**src/hw/rtl/utf8_stream_validator_defines.svh**
```systemverilog
// Assertion macros used by the top-level validator RTL.
`ifndef UTF8_STREAM_VALIDATOR_DEFINES_SVH
`define UTF8_STREAM_VALIDATOR_DEFINES_SVH

// Implication checked on every rising edge, masked while reset is asserted.
`define U8SV_ASSERT_IMPLY(label, ante, cons, msg) \
  label: assert property (@(posedge clk) disable iff (!rst_n) (ante) |-> (cons)) \
    else $error(msg);

// Condition checked in the cycle after its antecedent.
`define U8SV_ASSERT_NEXT(label, ante, cons, msg) \
  label: assert property (@(posedge clk) disable iff (!rst_n) (ante) |=> (cons)) \
    else $error(msg);

// Condition that must never hold outside reset.
`define U8SV_ASSERT_NEVER(label, expr, msg) \
  label: assert property (@(posedge clk) disable iff (!rst_n) !(expr)) \
    else $error(msg);

`endif

```
**src/hw/rtl/u8sv_pkg.sv**
```systemverilog
`default_nettype none

package u8sv_pkg;

  // Default depth of the token queue between front and back.
  localparam int unsigned QUEUE_DEPTH = 4;

  // Byte patterns.
  localparam logic [7:0] ASCII_MAX   = 8'h7f;
  localparam logic [7:0] MASK_LEAD2  = 8'he0;
  localparam logic [7:0] PAT_LEAD2   = 8'hc0;
  localparam logic [7:0] MASK_LEAD3  = 8'hf0;
  localparam logic [7:0] PAT_LEAD3   = 8'he0;
  localparam logic [7:0] MASK_LEAD4  = 8'hf8;
  localparam logic [7:0] PAT_LEAD4   = 8'hf0;
  localparam logic [7:0] MASK_CONT   = 8'hc0;
  localparam logic [7:0] PAT_CONT    = 8'h80;
  localparam logic [7:0] LEAD_ED     = 8'hed;
  localparam logic [7:0] MASK_SURR   = 8'ha0;

  // Continuation counts owed after a lead byte.
  localparam logic [1:0] OWED_NONE  = 2'd0;
  localparam logic [1:0] OWED_ONE   = 2'd1;
  localparam logic [1:0] OWED_TWO   = 2'd2;
  localparam logic [1:0] OWED_THREE = 2'd3;

  // Classified byte, as handed from front to back.
  typedef struct packed {
    logic       cont_ok;    // byte matches 10xxxxxx
    logic       surr_bits;  // bits 7 and 5 both set
    logic       lead_bad;   // byte matches no lead pattern
    logic [1:0] lead_owed;  // continuations owed if taken as a lead
    logic       lead_ed;    // byte is the 0xED lead
    logic       last;       // last byte of the string
  } tok_t;

endpackage

`default_nettype wire

```
**src/hw/rtl/utf8_stream_validator.sv**
```systemverilog
//  Channel  | Ports                                 | Handshake
//  ---------+---------------------------------------+--------------------------
//  input    | in_data_byte[7:0], in_end_of_string   | in_push, in_full
//  result   | out_string_valid                      | out_empty, out_pop
//
//  One byte per cycle sustained, set by the back end's per-byte state update, while
//  no final byte awaits an unpopped verdict. A verdict registers as its last byte is taken.
//  Reset is synchronous on rst_n and clears the state and all queued items.
//  While a verdict is unpopped the back end holds at the next final byte;
//  in_full rises once QUEUE_DEPTH classified bytes wait in the queue.
`default_nettype none

`include "utf8_stream_validator_defines.svh"

module utf8_stream_validator #(
  parameter int unsigned QUEUE_DEPTH = u8sv_pkg::QUEUE_DEPTH
) (
  input  logic       clk,
  input  logic       rst_n,
  input  logic       in_push,
  output logic       in_full,
  input  logic [7:0] in_data_byte,
  input  logic       in_end_of_string,
  output logic       out_empty,
  input  logic       out_pop,
  output logic       out_string_valid
);
  import u8sv_pkg::*;

  tok_t front_tok;   // classified byte from the front end
  tok_t head_tok;    // oldest classified byte waiting for the back end
  logic q_empty;
  logic tok_take;

  // Classify each incoming byte as a lead or a continuation candidate.
  u8sv_front u_front (
    .data_byte     (in_data_byte),
    .end_of_string (in_end_of_string),
    .tok           (front_tok)
  );

  // Hold classified bytes so the front keeps taking items while a verdict waits.
  u8sv_queue #(
    .DEPTH (QUEUE_DEPTH)
  ) u_queue (
    .clk      (clk),
    .rst_n    (rst_n),
    .push     (in_push),
    .push_tok (front_tok),
    .full     (in_full),
    .pop      (tok_take),
    .head_tok (head_tok),
    .empty    (q_empty)
  );

  // Advance the owed count and error flag; register the verdict of each string.
  u8sv_back u_back (
    .clk              (clk),
    .rst_n            (rst_n),
    .tok_valid        (!q_empty),
    .tok              (head_tok),
    .tok_take         (tok_take),
    .out_empty        (out_empty),
    .out_pop          (out_pop),
    .out_string_valid (out_string_valid)
  );

  `U8SV_ASSERT_IMPLY(a_take_needs_token, tok_take, !q_empty, "back end took from an empty queue")
  `U8SV_ASSERT_NEVER(a_full_and_empty, in_full && q_empty, "queue reports full and empty")
  `U8SV_ASSERT_NEXT(a_push_fills_queue, in_push && !in_full, !q_empty, "accepted item lost")

endmodule

`default_nettype wire

```
**src/hw/rtl/u8sv_front.sv**
```systemverilog
`default_nettype none

module u8sv_front (
  input  logic [7:0]     data_byte,
  input  logic           end_of_string,
  output u8sv_pkg::tok_t tok
);
  import u8sv_pkg::*;

  always_comb begin
    tok           = '0;
    tok.cont_ok   = (data_byte & MASK_CONT) == PAT_CONT;
    tok.surr_bits = (data_byte & MASK_SURR) == MASK_SURR;
    tok.lead_ed   = data_byte == LEAD_ED;
    tok.last      = end_of_string;
    if (data_byte <= ASCII_MAX) begin
      tok.lead_owed = OWED_NONE;
    end else if ((data_byte & MASK_LEAD2) == PAT_LEAD2) begin
      tok.lead_owed = OWED_ONE;
    end else if ((data_byte & MASK_LEAD3) == PAT_LEAD3) begin
      tok.lead_owed = OWED_TWO;
    end else if ((data_byte & MASK_LEAD4) == PAT_LEAD4) begin
      tok.lead_owed = OWED_THREE;
    end else begin
      tok.lead_owed = OWED_NONE;
      tok.lead_bad  = 1'b1;
    end
  end

endmodule

`default_nettype wire

```
**src/hw/rtl/u8sv_queue.sv**
```systemverilog
`default_nettype none

module u8sv_queue #(
  parameter int unsigned DEPTH = u8sv_pkg::QUEUE_DEPTH
) (
  input  logic           clk,
  input  logic           rst_n,
  input  logic           push,
  input  u8sv_pkg::tok_t push_tok,
  output logic           full,
  input  logic           pop,
  output u8sv_pkg::tok_t head_tok,
  output logic           empty
);
  import u8sv_pkg::*;

  localparam int unsigned AW = (DEPTH > 1) ? $clog2(DEPTH) : 1;
  localparam int unsigned CW = $clog2(DEPTH + 1);

  tok_t          entry_r [DEPTH];
  logic [AW-1:0] wr_ptr_r, wr_ptr_nxt;
  logic [AW-1:0] rd_ptr_r, rd_ptr_nxt;
  logic [CW-1:0] count_r, count_nxt;
  logic          do_push, do_pop;

  assign full     = count_r == CW'(DEPTH);
  assign empty    = count_r == '0;
  assign do_push  = push && !full;
  assign do_pop   = pop && !empty;
  assign head_tok = entry_r[rd_ptr_r];

  always_comb begin
    wr_ptr_nxt = wr_ptr_r;
    rd_ptr_nxt = rd_ptr_r;
    count_nxt  = count_r;
    if (do_push) begin
      wr_ptr_nxt = (wr_ptr_r == AW'(DEPTH - 1)) ? '0 : wr_ptr_r + 1'b1;
    end
    if (do_pop) begin
      rd_ptr_nxt = (rd_ptr_r == AW'(DEPTH - 1)) ? '0 : rd_ptr_r + 1'b1;
    end
    if (do_push && !do_pop) begin
      count_nxt = count_r + 1'b1;
    end else if (do_pop && !do_push) begin
      count_nxt = count_r - 1'b1;
    end
  end

  always_ff @(posedge clk) begin
    if (!rst_n) begin
      wr_ptr_r <= '0;
      rd_ptr_r <= '0;
      count_r  <= '0;
    end else begin
      wr_ptr_r <= wr_ptr_nxt;
      rd_ptr_r <= rd_ptr_nxt;
      count_r  <= count_nxt;
    end
  end

  // Payload storage, no reset.
  always_ff @(posedge clk) begin
    if (do_push) begin
      entry_r[wr_ptr_r] <= push_tok;
    end
  end

endmodule

`default_nettype wire

```
**src/hw/rtl/u8sv_back.sv**
```systemverilog
`default_nettype none

module u8sv_back (
  input  logic           clk,
  input  logic           rst_n,
  input  logic           tok_valid,
  input  u8sv_pkg::tok_t tok,
  output logic           tok_take,
  output logic           out_empty,
  input  logic           out_pop,
  output logic           out_string_valid
);
  import u8sv_pkg::*;

  logic [1:0] owed_r, owed_nxt;
  logic       ed_r, ed_nxt;
  logic       err_r, err_nxt;
  logic       res_valid_r, res_valid_nxt;
  logic       res_r, res_nxt;

  // A non-final token needs no result slot; a final one waits for a free slot.
  assign tok_take = tok_valid && (!tok.last || !res_valid_r || out_pop);

  always_comb begin
    owed_nxt      = owed_r;
    ed_nxt        = ed_r;
    err_nxt       = err_r;
    res_valid_nxt = res_valid_r && !out_pop;
    res_nxt       = res_r;
    if (tok_take) begin
      err_nxt = err_r || (ed_r && tok.surr_bits);
      if (owed_r != OWED_NONE) begin
        if (!tok.cont_ok) begin
          err_nxt = 1'b1;
        end
        owed_nxt = owed_r - 1'b1;
        ed_nxt   = 1'b0;
      end else begin
        if (tok.lead_bad) begin
          err_nxt = 1'b1;
        end
        owed_nxt = tok.lead_owed;
        ed_nxt   = tok.lead_ed;
      end
      if (tok.last) begin
        res_valid_nxt = 1'b1;
        res_nxt       = !err_nxt && (owed_nxt == OWED_NONE);
        owed_nxt      = OWED_NONE;
        ed_nxt        = 1'b0;
        err_nxt       = 1'b0;
      end
    end
  end

  always_ff @(posedge clk) begin
    if (!rst_n) begin
      owed_r      <= OWED_NONE;
      ed_r        <= 1'b0;
      err_r       <= 1'b0;
      res_valid_r <= 1'b0;
    end else begin
      owed_r      <= owed_nxt;
      ed_r        <= ed_nxt;
      err_r       <= err_nxt;
      res_valid_r <= res_valid_nxt;
    end
  end

  always_ff @(posedge clk) begin
    res_r <= res_nxt;
  end

  assign out_empty        = !res_valid_r;
  assign out_string_valid = res_r;

endmodule

`default_nettype wire
```
**config.mk**
```make
export PLATFORM = sky130hd
export DESIGN_NAME = utf8_stream_validator
export DESIGN_NICKNAME = d
export VERILOG_FILES = /design/src/hw/rtl/u8sv_pkg.sv /design/src/hw/rtl/utf8_stream_validator.sv /design/src/hw/rtl/u8sv_front.sv /design/src/hw/rtl/u8sv_queue.sv /design/src/hw/rtl/u8sv_back.sv
export VERILOG_INCLUDE_DIRS = /design/src /design/src/hw/rtl
export SDC_FILE = /design/constraint.sdc
export NUM_CORES = 1
export LEC_CHECK = 0
export BUFFER_PORTS_ARGS = -buffer_cell sky130_fd_sc_hd__buf_2
export CAP_MARGIN = 10
export CORE_UTILIZATION = 52
export DETAILED_ROUTE_END_ITERATION = 10
export GPL_ROUTABILITY_DRIVEN = 0
export GPL_TIMING_DRIVEN = 0
export PLACE_DENSITY_LB_ADDON = 0.1
export SYNTH_ARGS = -nofsm -noshare
export SYNTH_HDL_FRONTEND = slang
export SYNTH_HIERARCHICAL = 1
export SYNTH_SLANG_ARGS = --single-unit
```
**constraint.sdc**
```tcl
create_clock -name clk -period 2.4 [get_ports clk]
set_input_delay 0.48 -clock clk [delete_from_list [all_inputs] [get_ports clk]]
set_output_delay 0.48 -clock clk [all_outputs]
set_load 0.01 [all_outputs]
```
==> results_dict.tcl, run 1 <==
set metrics [dict create \
    grt_pass1_vias 1050 \
    finalCritPeriodShare_pct 97.9 \
    wl_per_cell_um 14.6 \
    synthArstFlopShare_pct 0 \
    internal_power_uw 1460 \
    synth_top_family_by_area "simple AND/OR/NAND/NOR gates" \
    insertedDiodeCount 0 \
    seq_area_frac_synth_pct 61.4 \
    criticalPathCategory "reg2reg" \
    cts_tree "done" \
    p_seq_share_pct 47.8 \
    fin_nets 183 \
    final_layout_size_suffix_gt1_share_pct 28.0 \
    synth_compound_area_share_pct 6.34 \
    dr_wl_met2_um 1530 \
    portBuffers 14 \
    highest_layer "met4" \
    rsz0062_at_grt "yes" \
    required_ns 2.70 \
    wl_met3_um 123 \
    synth_fa_ha_area_share_pct 5.07 \
    cts_inserted_buffers 5 \
    synthMuxAreaShare_pct 10.0 \
    area_growth_pct 13.4 \
    clk_pin_slew_ns 0.13 \
    tightest_slew_ns 0.392 \
    wl_um 3060 \
    clk_latency_ns 0.36 \
    dieArea_mm2 0.00385 \
    cts.sinks 43 \
    fp-row-count 21 \
    cp-end-kind "flip-flop" \
    grt_antenna_before_repair 0 \
    ios 16 \
    chipWidth_um 62.0 \
    p_comb_share_pct 36.8 \
    p_per_area_mw_per_mm2 1030 \
    min_path_type "in2reg" \
    outcome "completed" \
    hold_violations 0 \
    power.switching_uw 723 \
    pre_cts_ws_ns -0.256 \
    final_common_cell "edfxtp_1" \
    synth_ff_type "edfxtp_1" \
    synth_xor_area_share_pct 0.935 \
    syn-num-nets 157 \
    switching_share_pct 33.1 \
    first_pass_iters 6 \
    hold_start "in_end_of_string" \
    most-common-layout-cells "edfxtp_1, buf_2, dfxtp_1" \
    drc 0 \
    viasPerCell 5.46 \
    synthDistinctLibCells 38 \
    die_h_um 62.0 \
    synth_simple_gate_area_share_pct 13.5 \
    maxClockFrequency_ghz 0.425 \
    cp_max_fo 2 \
    dp_hpwl_um 2220 \
    grtUsageTotal_pct 19.3 \
    pwr-share-clk_pct 15.4 \
    cts_hold_buf 0 \
    vdd_drop_max_uv 452 \
    power_leakage_uw 0.000795 \
    relSlewSlack_pct 73.9 \
    dp.cells 197 \
    ys_warn_count 6 \
    setup_ws_ns 0.0492 \
    grt_first_pass_wirelength_um 4880 \
    critPathArrivalTime_ns 2.65 \
    timing.hold.ws_ns 0.323 \
    fin_util_pct 62.7 \
    htreeDepth 2 \
    clk_path_buf_depth 2 \
    start_kind "flip-flop" \
    initial_core_util_pct 55.3 \
    synthCells 137 \
    final_cells 210 \
    num_vias 1146 \
    drv_slew 0 \
    fin_crit_ns 2.35 \
    drtIter0Drc 57 \
    ant_nets 0 \
    maxCapViolations 0 \
    grt_max_degree 14 \
    core_area_mm2 0.00339 \
    synth_enable_flop_cells 29 \
    syn_area_per_cell_um2 13.7 \
    ys_ff_latch 43 \
    fin_tns_setup_ns 0 \
    route.layer.met1.wl_um 1350 \
    netlist_area_mm2 0.00187 \
    cts_root_buf "clkbuf_4" \
    grt_overflow 0 \
    setup_violations 0 \
    fin_skew_ns 0.0131 \
]
-- per-stage QoR --
stage / instance area (um2) / power, uW
2_1_floorplan: 1900 / 1620
3_3_place_gp: 2020 / 1760
3_5_place_dp: 2020 / 1790
4_1_cts: 2120 / 2200
5_1_grt: 2120 / 2350
6_report: 2120 / 2190
-- area by class of cell --
cell class,count,area (um2)
Tap cell,46,57.6
Timing Repair Buffer,20,115
Buffer,4,23.8
Inverter,7,26.3
Clock inverter,2,12.5
Clock buffer,6,41.3
Sequential cell,43,1150
Multi-Input combinational cell,82,694
Fill cell,269,1260
-- cell usage after synthesis, types with 2 or more instances --
cell,n,share of area [%]
nor2b_1,3,1.0
nand3_1,3,0.80
mux2i_1,3,1.6
nor3_1,4,1.1
nor2_1,6,1.2
nand2b_1,2,0.67
and2_1,6,2.0
ha_1,6,4.0
a21oi_1,5,1.3
mux4_2,7,8.4
dfxtp_1,14,15
o21ai_0,6,1.6
edfxtp_1,29,46
nand2_1,10,2.0
buf_2,2,0.53
inv_1,7,1.4
or3_1,2,0.67
and4b_1,2,1.1
-- power groups by stage --
| stage | Clock [uW] | Combinational [uW] | Sequential (uW) |
|---|---|---|---|
| final | 336 | 805 | 1050 |
| after global routing | 384 | 902 | 1060 |
| after CTS | 350 | 817 | 1040 |
| after detailed placement | 0 | 741 | 1050 |
| after global placement | 0 | 718 | 1050 |
| after floorplan | 0 | 584 | 1030 |
-- worst max-delay path, stage by stage, from the launching register on --
cell	delay (ns)
dfxtp_2	0.38
mux4_2	0.51
and3b_2	0.24
nor2_4	0.12
o31ai_4	0.09
ha_2	0.19
inv_2	0.05
fa_2	0.18
xor2_1	0.07
or3_1	0.31
a21boi_1	0.15
-- cell families (layout without fill, tap and decap cells) --
| kind of cell | count (synthesis) | after routing |
|---|---|---|
| AOI/OAI and AO/OA | 18 | 18 |
| muxes | 10 | 10 |
| and+or+nand+nor | 45 | 45 |
| DFF | 43 | 43 |
| adders and majority gates | 7 | 7 |
| buffers and inverters | 12 | 39 |
| xor gates and xnor gates | 2 | 2 |
-- routing by layer --
layer,vias up,GRT usage (%)
met4,0,11.4
met3,5,4.35
met1,554,23.2
met2,27,31.8
met5,-,0
li1,560,-
-- path summary, 6_finish.rpt --
path	end	slack [ns]	depth (start not counted)
setup / recovery	u_queue/count_r[2]	0.05	10
hold / removal	u_queue/entry_r[3][0]	0.32	1
setup reg to reg	u_queue/count_r[2]	0.05	10
hold reg to reg	u_back/err_r	0.49	2
-- sequential cells by signal (all words and copies together) (netlist names), named ones only --
register	count
u_queue/wr_ptr_r	2
u_queue/rd_ptr_r	2
u_back/ed_r	1
u_back/err_r	1
u_back/res_valid_r	1
u_queue/count_r	3
u_back/owed_r	2
u_back/out_string_valid	1
u_queue/entry_r	28
-- timing repair --
| action | in CTS | in global routing |
|---|---|---|
| gates cloned | 0 | 0 |
| buffers inserted | 5 | 1 |
| gates resized for setup | 4 | 3 |
| setup endpoints to repair | 2 | 2 |
| pin swaps | 4 | 4 |
Note: power is estimated with default switching activity, not from simulation.
==> run 2: changes to the inputs <==
--- a/config.mk
+++ b/config.mk
@@ -8,7 +8,7 @@
 export LEC_CHECK = 0
 export BUFFER_PORTS_ARGS = -buffer_cell sky130_fd_sc_hd__buf_2
 export CAP_MARGIN = 10
-export CORE_UTILIZATION = 52
+export CORE_UTILIZATION = 40
 export DETAILED_ROUTE_END_ITERATION = 10
 export GPL_ROUTABILITY_DRIVEN = 0
 export GPL_TIMING_DRIVEN = 0
==> run 2 against run 1 <==
  * Clock power grew 95%
  * Utilization shrank 12 points
  * Sequential share of layout area shrank 2.2 points
  * Sequential power is essentially flat
  * Via count shrank 0.35%
  * Worst setup slack lost 0.0070 ns
  * Count of clock-buffer cells in the layout is the same
  * Die area grew 29%
  * First-iteration DRC count shrank 19%
  * Wire length grew 8.7%
  * Critical path depth is the same
  * Critical path type unchanged
  * Largest cell class unchanged
  * Largest power group unchanged
==> results_dict.tcl, run 2 (same netlist as run 1, synthesis figures left out) <==
set metrics [dict create \
    outcome "completed" \
    crit_chain "mux4_2 > and3b_2 > nor2_4 > o31ai_4 > ha_2 > inv_2 > fa_2 > xor2_1 > or3_1 > a21boi_2" \
    wl_um 3330 \
    drtIter0Drc 46 \
    timing.hold.ws_ns 0.386 \
    power.switching_uw 754 \
    vdd_drop_max_uv 499 \
    grt_first_pass_wirelength_um 5820 \
    viasPerCell 5.29 \
    wl_per_cell_um 15.4 \
    maxClockFrequency_ghz 0.424 \
    grt_pass1_vias 1194 \
    relSlewSlack_pct 72.1 \
    required_ns 2.63 \
    setup_ws_ns 0.0422 \
    ios 16 \
    grt_max_degree 14 \
    clk_latency_ns 0.29 \
    portBuffers 14 \
    grt_antenna_before_repair 0 \
    grt_overflow 0 \
    pre_cts_ws_ns -0.304 \
    criticalPathCategory "reg2reg" \
    finalCritPeriodShare_pct 98.2 \
    tightest_slew_ns 0.419 \
    dieArea_mm2 0.00496 \
    critPathSlowestCell "mux4_2" \
    dp.cells 203 \
    start_kind "flip-flop" \
    drv_slew 0 \
    cts.sinks 43 \
    largest-register "u_queue/entry_r" \
    maxCapViolations 0 \
    setup_violations 0 \
    most-common-layout-cells "edfxtp_1, buf_2, dfxtp_1" \
    initial_core_util_pct 42.5 \
    die_h_um 70.5 \
    core_area_mm2 0.00441 \
    final_cells 216 \
    grtUsageTotal_pct 15.7 \
    cp_max_fo 3 \
    clk_pin_slew_ns 0.08 \
    fp-row-count 24 \
    clk_path_buf_depth 2 \
    cp-end-kind "flip-flop" \
    final_layout_size_suffix_gt1_share_pct 28.0 \
    area_growth_pct 18.2 \
    dp_hpwl_um 2290 \
    fin_skew_ns 0.00318 \
    cpLargestDelayFamily "simple AND/OR/NAND/NOR gates" \
    fillers 387 \
    htreeDepth 2 \
    power_leakage_uw 0.000831 \
    top_regs "u_queue/entry_r x28, u_queue/count_r x3" \
    ant_nets 0 \
    p_seq_share_pct 41.2 \
    pwr-share-clk_pct 25.7 \
    min_path_type "in2reg" \
    critPathArrivalTime_ns 2.59 \
    cts_hold_buf 0 \
    switching_share_pct 29.7 \
    fin_nets 183 \
    num_vias 1142 \
    insertedDiodeCount 0 \
    slowest_delay_ns 0.50 \
    cts_tree "done" \
    path_buf_inv 1 \
    fin_crit_ns 2.36 \
    cts_root_buf "clkbuf_8" \
    largest_reg_flops 28 \
    internal_power_uw 1790 \
    chipWidth_um 70.5 \
    drc 0 \
    cts_inserted_buffers 5 \
    p_per_area_mw_per_mm2 1150 \
    final_common_cell "edfxtp_1" \
    hold_violations 0 \
    p_comb_share_pct 33.0 \
    first_pass_iters 3 \
    rsz0062_at_grt "yes" \
]
run 2: cell type report:
class,instances,area (um2),share of cell area [%]
Buffer,4,23.8,1.07
Sequential cell,43,1150,52.1
Clock inverter,2,60.1,2.71
Clock buffer,6,72.6,3.27
Inverter,7,26.3,1.19
Timing Repair Buffer,20,115,5.19
Tap cell,52,65.1,2.94
Multi-Input combinational cell,82,698,31.5
run 2: final timing paths:
check | cells after the start | start | slack [ns] | endpoint
worst max-delay path | 10 | flip-flop | 0.04 | u_queue/count_r[2]
worst min register to register | 2 | u_back/err_r | 0.48 | u_back/err_r
worst max register to register | 10 | flip-flop | 0.04 | u_queue/count_r[2]
worst min-delay path | 1 | in_end_of_string | 0.39 | u_queue/entry_r[0][0]
run 2: worst reg2reg max path, stage by stage, from the launching register on:
cell and delay (ns):
dfxtp_4 0.37, mux4_2 0.50, and3b_2 0.25, nor2_4 0.13, o31ai_4 0.09, ha_2 0.21, inv_2 0.05, fa_2 0.19
xor2_1 0.07, or3_1 0.32, a21boi_2 0.12
run 2: power groups by stage:
stage	combinational [uW]	clock [uW]	sequential [uW]
6_report	839	654	1050
4_1_cts	853	673	1040
2_1_floorplan	584	0	1030
5_1_grt	942	706	1070
3_5_place_dp	751	0	1050
3_3_place_gp	729	0	1050
run 2: routing by layer:
| metal | global-route usage [%] | vias up | share of wire (%) |
|---|---|---|---|
| met4 | 7.33 | 0 | 2.1 |
| met2 | 25.3 | 18 | 49 |
| met3 | 3.61 | 6 | 2.8 |
| li1 | - | 557 | - |
| met1 | 20.1 | 561 | 46 |
| met5 | 0 | - | 0 |
run 2: stage by stage:
stage | setup TNS (ns) | utilization (%) | instance area [um2] | power (uW)
final | 0 | 50.2 | 2220 | 2540
after global routing | -0.107 | 50.2 | 2220 | 2720
after CTS | -0.0711 | 50.3 | 2220 | 2570
after detailed placement | -0.534 | 46.0 | 2030 | 1810
after global placement | -0.442 | 46.0 | 2030 | 1780
after floorplan | -0.0306 | - | 1900 | 1620
run 2: what timing repair did:
| action | 4_1_cts | 5_1_grt |
|---|---|---|
| setup buffers | 6 | 0 |
| pin swaps | 4 | 2 |
| endpoints found under the setup margin | 3 | 2 |
| cloned | 0 | 0 |
| gates resized for setup | 4 | 3 |
==> run 3: changes to the inputs <==
--- a/config.mk
+++ b/config.mk
@@ -6,7 +6,7 @@
 export SDC_FILE = /design/constraint.sdc
 export NUM_CORES = 1
 export LEC_CHECK = 0
-export BUFFER_PORTS_ARGS = -buffer_cell sky130_fd_sc_hd__buf_2
+export BUFFER_PORTS_ARGS = -buffer_cell sky130_fd_sc_hd__buf_4
 export CAP_MARGIN = 10
 export CORE_UTILIZATION = 40
 export DETAILED_ROUTE_END_ITERATION = 10
==> run 3 against run 2 <==
  * Flip-flop and latch count unchanged
  * Largest power group unchanged
  * Highest routed layer unchanged
  * Die area unchanged
  * Final area decreased by 0.57%
  * Worst hold slack improved by 0.014 ns
  * Clock power decreased by 31%
  * Sequential share of layout area increased by 0.18 points
  * Via count about the same
  * Wire length about the same
==> results_dict.tcl, run 3 (same netlist as run 1, synthesis figures left out) <==
set metrics [dict create \
    largest_reg_flops 28 \
    grtUsageTotal_pct 15.0 \
    placed_cell_area_mm2 0.00207 \
    r2r_slack_ns 0.04 \
    relSlewSlack_pct 73.0 \
    fillers 403 \
    critPathArrivalTime_ns 2.57 \
    clk_path_buf_depth 2 \
    multi_input_area_um2 694 \
    grt_pass1_vias 1131 \
    die_h_um 70.5 \
    cp-end-kind "flip-flop" \
    dieArea_mm2 0.00496 \
    clk_latency_ns 0.28 \
    power_leakage_uw 0.000826 \
    cts.sinks 43 \
    final_layout_size_suffix_gt1_share_pct 27.4 \
    fin_tns_setup_ns 0 \
    grt_first_pass_wirelength_um 5480 \
    crit_chain "mux4_2 > and3b_2 > nor2_4 > o31ai_4 > ha_2 > inv_2 > fa_2 > xor2_1 > or3_1 > a21boi_1" \
    cts_inserted_buffers 5 \
    hold_violations 0 \
    htreeDepth 2 \
    fin_skew_ns 0.00526 \
    num_vias 1141 \
    min_path_type "in2reg" \
    cp_max_fo 3 \
    worstSetupPathDepth 10 \
    largest-register "u_queue/entry_r" \
    r2r_end "u_queue/count_r[2]" \
    cpLargestDelayFamily "simple AND/OR/NAND/NOR gates" \
    internal_power_uw 1610 \
    critPathSlowestCell "mux4_2" \
    portBuffers 14 \
    fin_nets 183 \
    fp-row-count 24 \
    regArea_mm2 0.00115 \
    outcome "completed" \
    slowest_delay_ns 0.51 \
    insertedDiodeCount 0 \
    wl_per_cell_um 15.4 \
    power.switching_uw 736 \
    top_regs "u_queue/entry_r x28, u_queue/count_r x3" \
    path_buf_inv 1 \
    critPathCapture "u_queue/count_r[2]" \
    switching_share_pct 31.4 \
    dp_hpwl_um 2350 \
    pwr-share-clk_pct 19.3 \
    p_seq_share_pct 44.6 \
    design_area_mm2 0.00220 \
    vdd_drop_max_uv 388 \
    clk_pin_slew_ns 0.07 \
    grt_antenna_before_repair 0 \
    drc 0 \
    first_pass_iters 5 \
    required_ns 2.61 \
    drtIter0Drc 42 \
    fin_crit_ns 2.36 \
    area_growth_pct 17.6 \
    initial_core_util_pct 42.5 \
    wl_um 3330 \
    most-common-layout-cells "edfxtp_1, buf_4, dfxtp_1" \
    maxCapViolations 0 \
    start_kind "flip-flop" \
    ff2ff_path_depth 10 \
    ios 16 \
    viasPerCell 5.28 \
    finalCritPeriodShare_pct 98.4 \
    criticalPathCategory "reg2reg" \
    cts_tree "done" \
    ant_nets 0 \
    grt_overflow 0 \
    chipWidth_um 70.5 \
    grt_max_degree 14 \
    hold_start "in_end_of_string" \
    p_per_area_mw_per_mm2 1060 \
    rsz0062_at_grt "yes" \
    maxClockFrequency_ghz 0.424 \
    drv_slew 0 \
    p_comb_share_pct 36.0 \
    tightest_slew_ns 0.404 \
    final_common_cell "edfxtp_1" \
    cts_root_buf "clkbuf_8" \
    core_area_mm2 0.00441 \
    setup_violations 0 \
]
run 3: power groups by stage:
stage	clock, uW	combinational (uW)	sequential (uW)
final	453	845	1050
after CTS	474	874	1040
after global placement	0	748	1050
after global routing	508	929	1060
after detailed placement	0	768	1060
after floorplan	0	584	1030
run 3: layout make-up:
cell class	count	area share, %
Sequential cell	43	52.3
Multi-Input combinational cell	82	31.5
Timing Repair Buffer	20	6.81
Clock buffer	7	3.92
Tap cell	52	2.95
Inverter	7	1.19
Buffer	4	1.08
Clock inverter	1	0.227
run 3: how the worst min path moves through the flow:
| stage | endpoint | cells after the start |
|---|---|---|
| 2_1_floorplan | u_back/err_r | 2 |
| 3_3_place_gp | u_back/err_r | 2 |
| 3_5_place_dp | u_back/err_r | 2 |
| 4_1_cts | u_queue/entry_r[3][0] | 1 |
| 5_1_grt | u_queue/entry_r[3][0] | 1 |
| 6_report | u_queue/entry_r[3][0] | 1 |
run 3: routing by layer:
metal,track usage (%),share of wire [%]
met5,0,0
met4,6.67,1.3
met3,4.47,3.6
met2,24.9,50
met1,17.8,45
run 3: what timing repair did:
action / CTS / global route
hold buffers: 0 / 0
pin swaps: 4 / 2
endpoints found under the setup margin: 3 / 2
resized for setup: 4 / 1
buffers inserted: 6 / 0
run 3: through the flow:
stage	hold WS [ns]	power [uW]	util [%]	instances	setup slack, ns
3_3_place_gp	0.458	1800	46.8	203	-0.239
6_report	0.400	2350	49.9	216	0.0394
4_1_cts	0.389	2390	50.1	217	-0.0610
3_5_place_dp	0.465	1820	46.8	203	-0.288
5_1_grt	0.387	2500	49.9	216	-0.0382
2_1_floorplan	0.441	1620	-	137	-0.0306
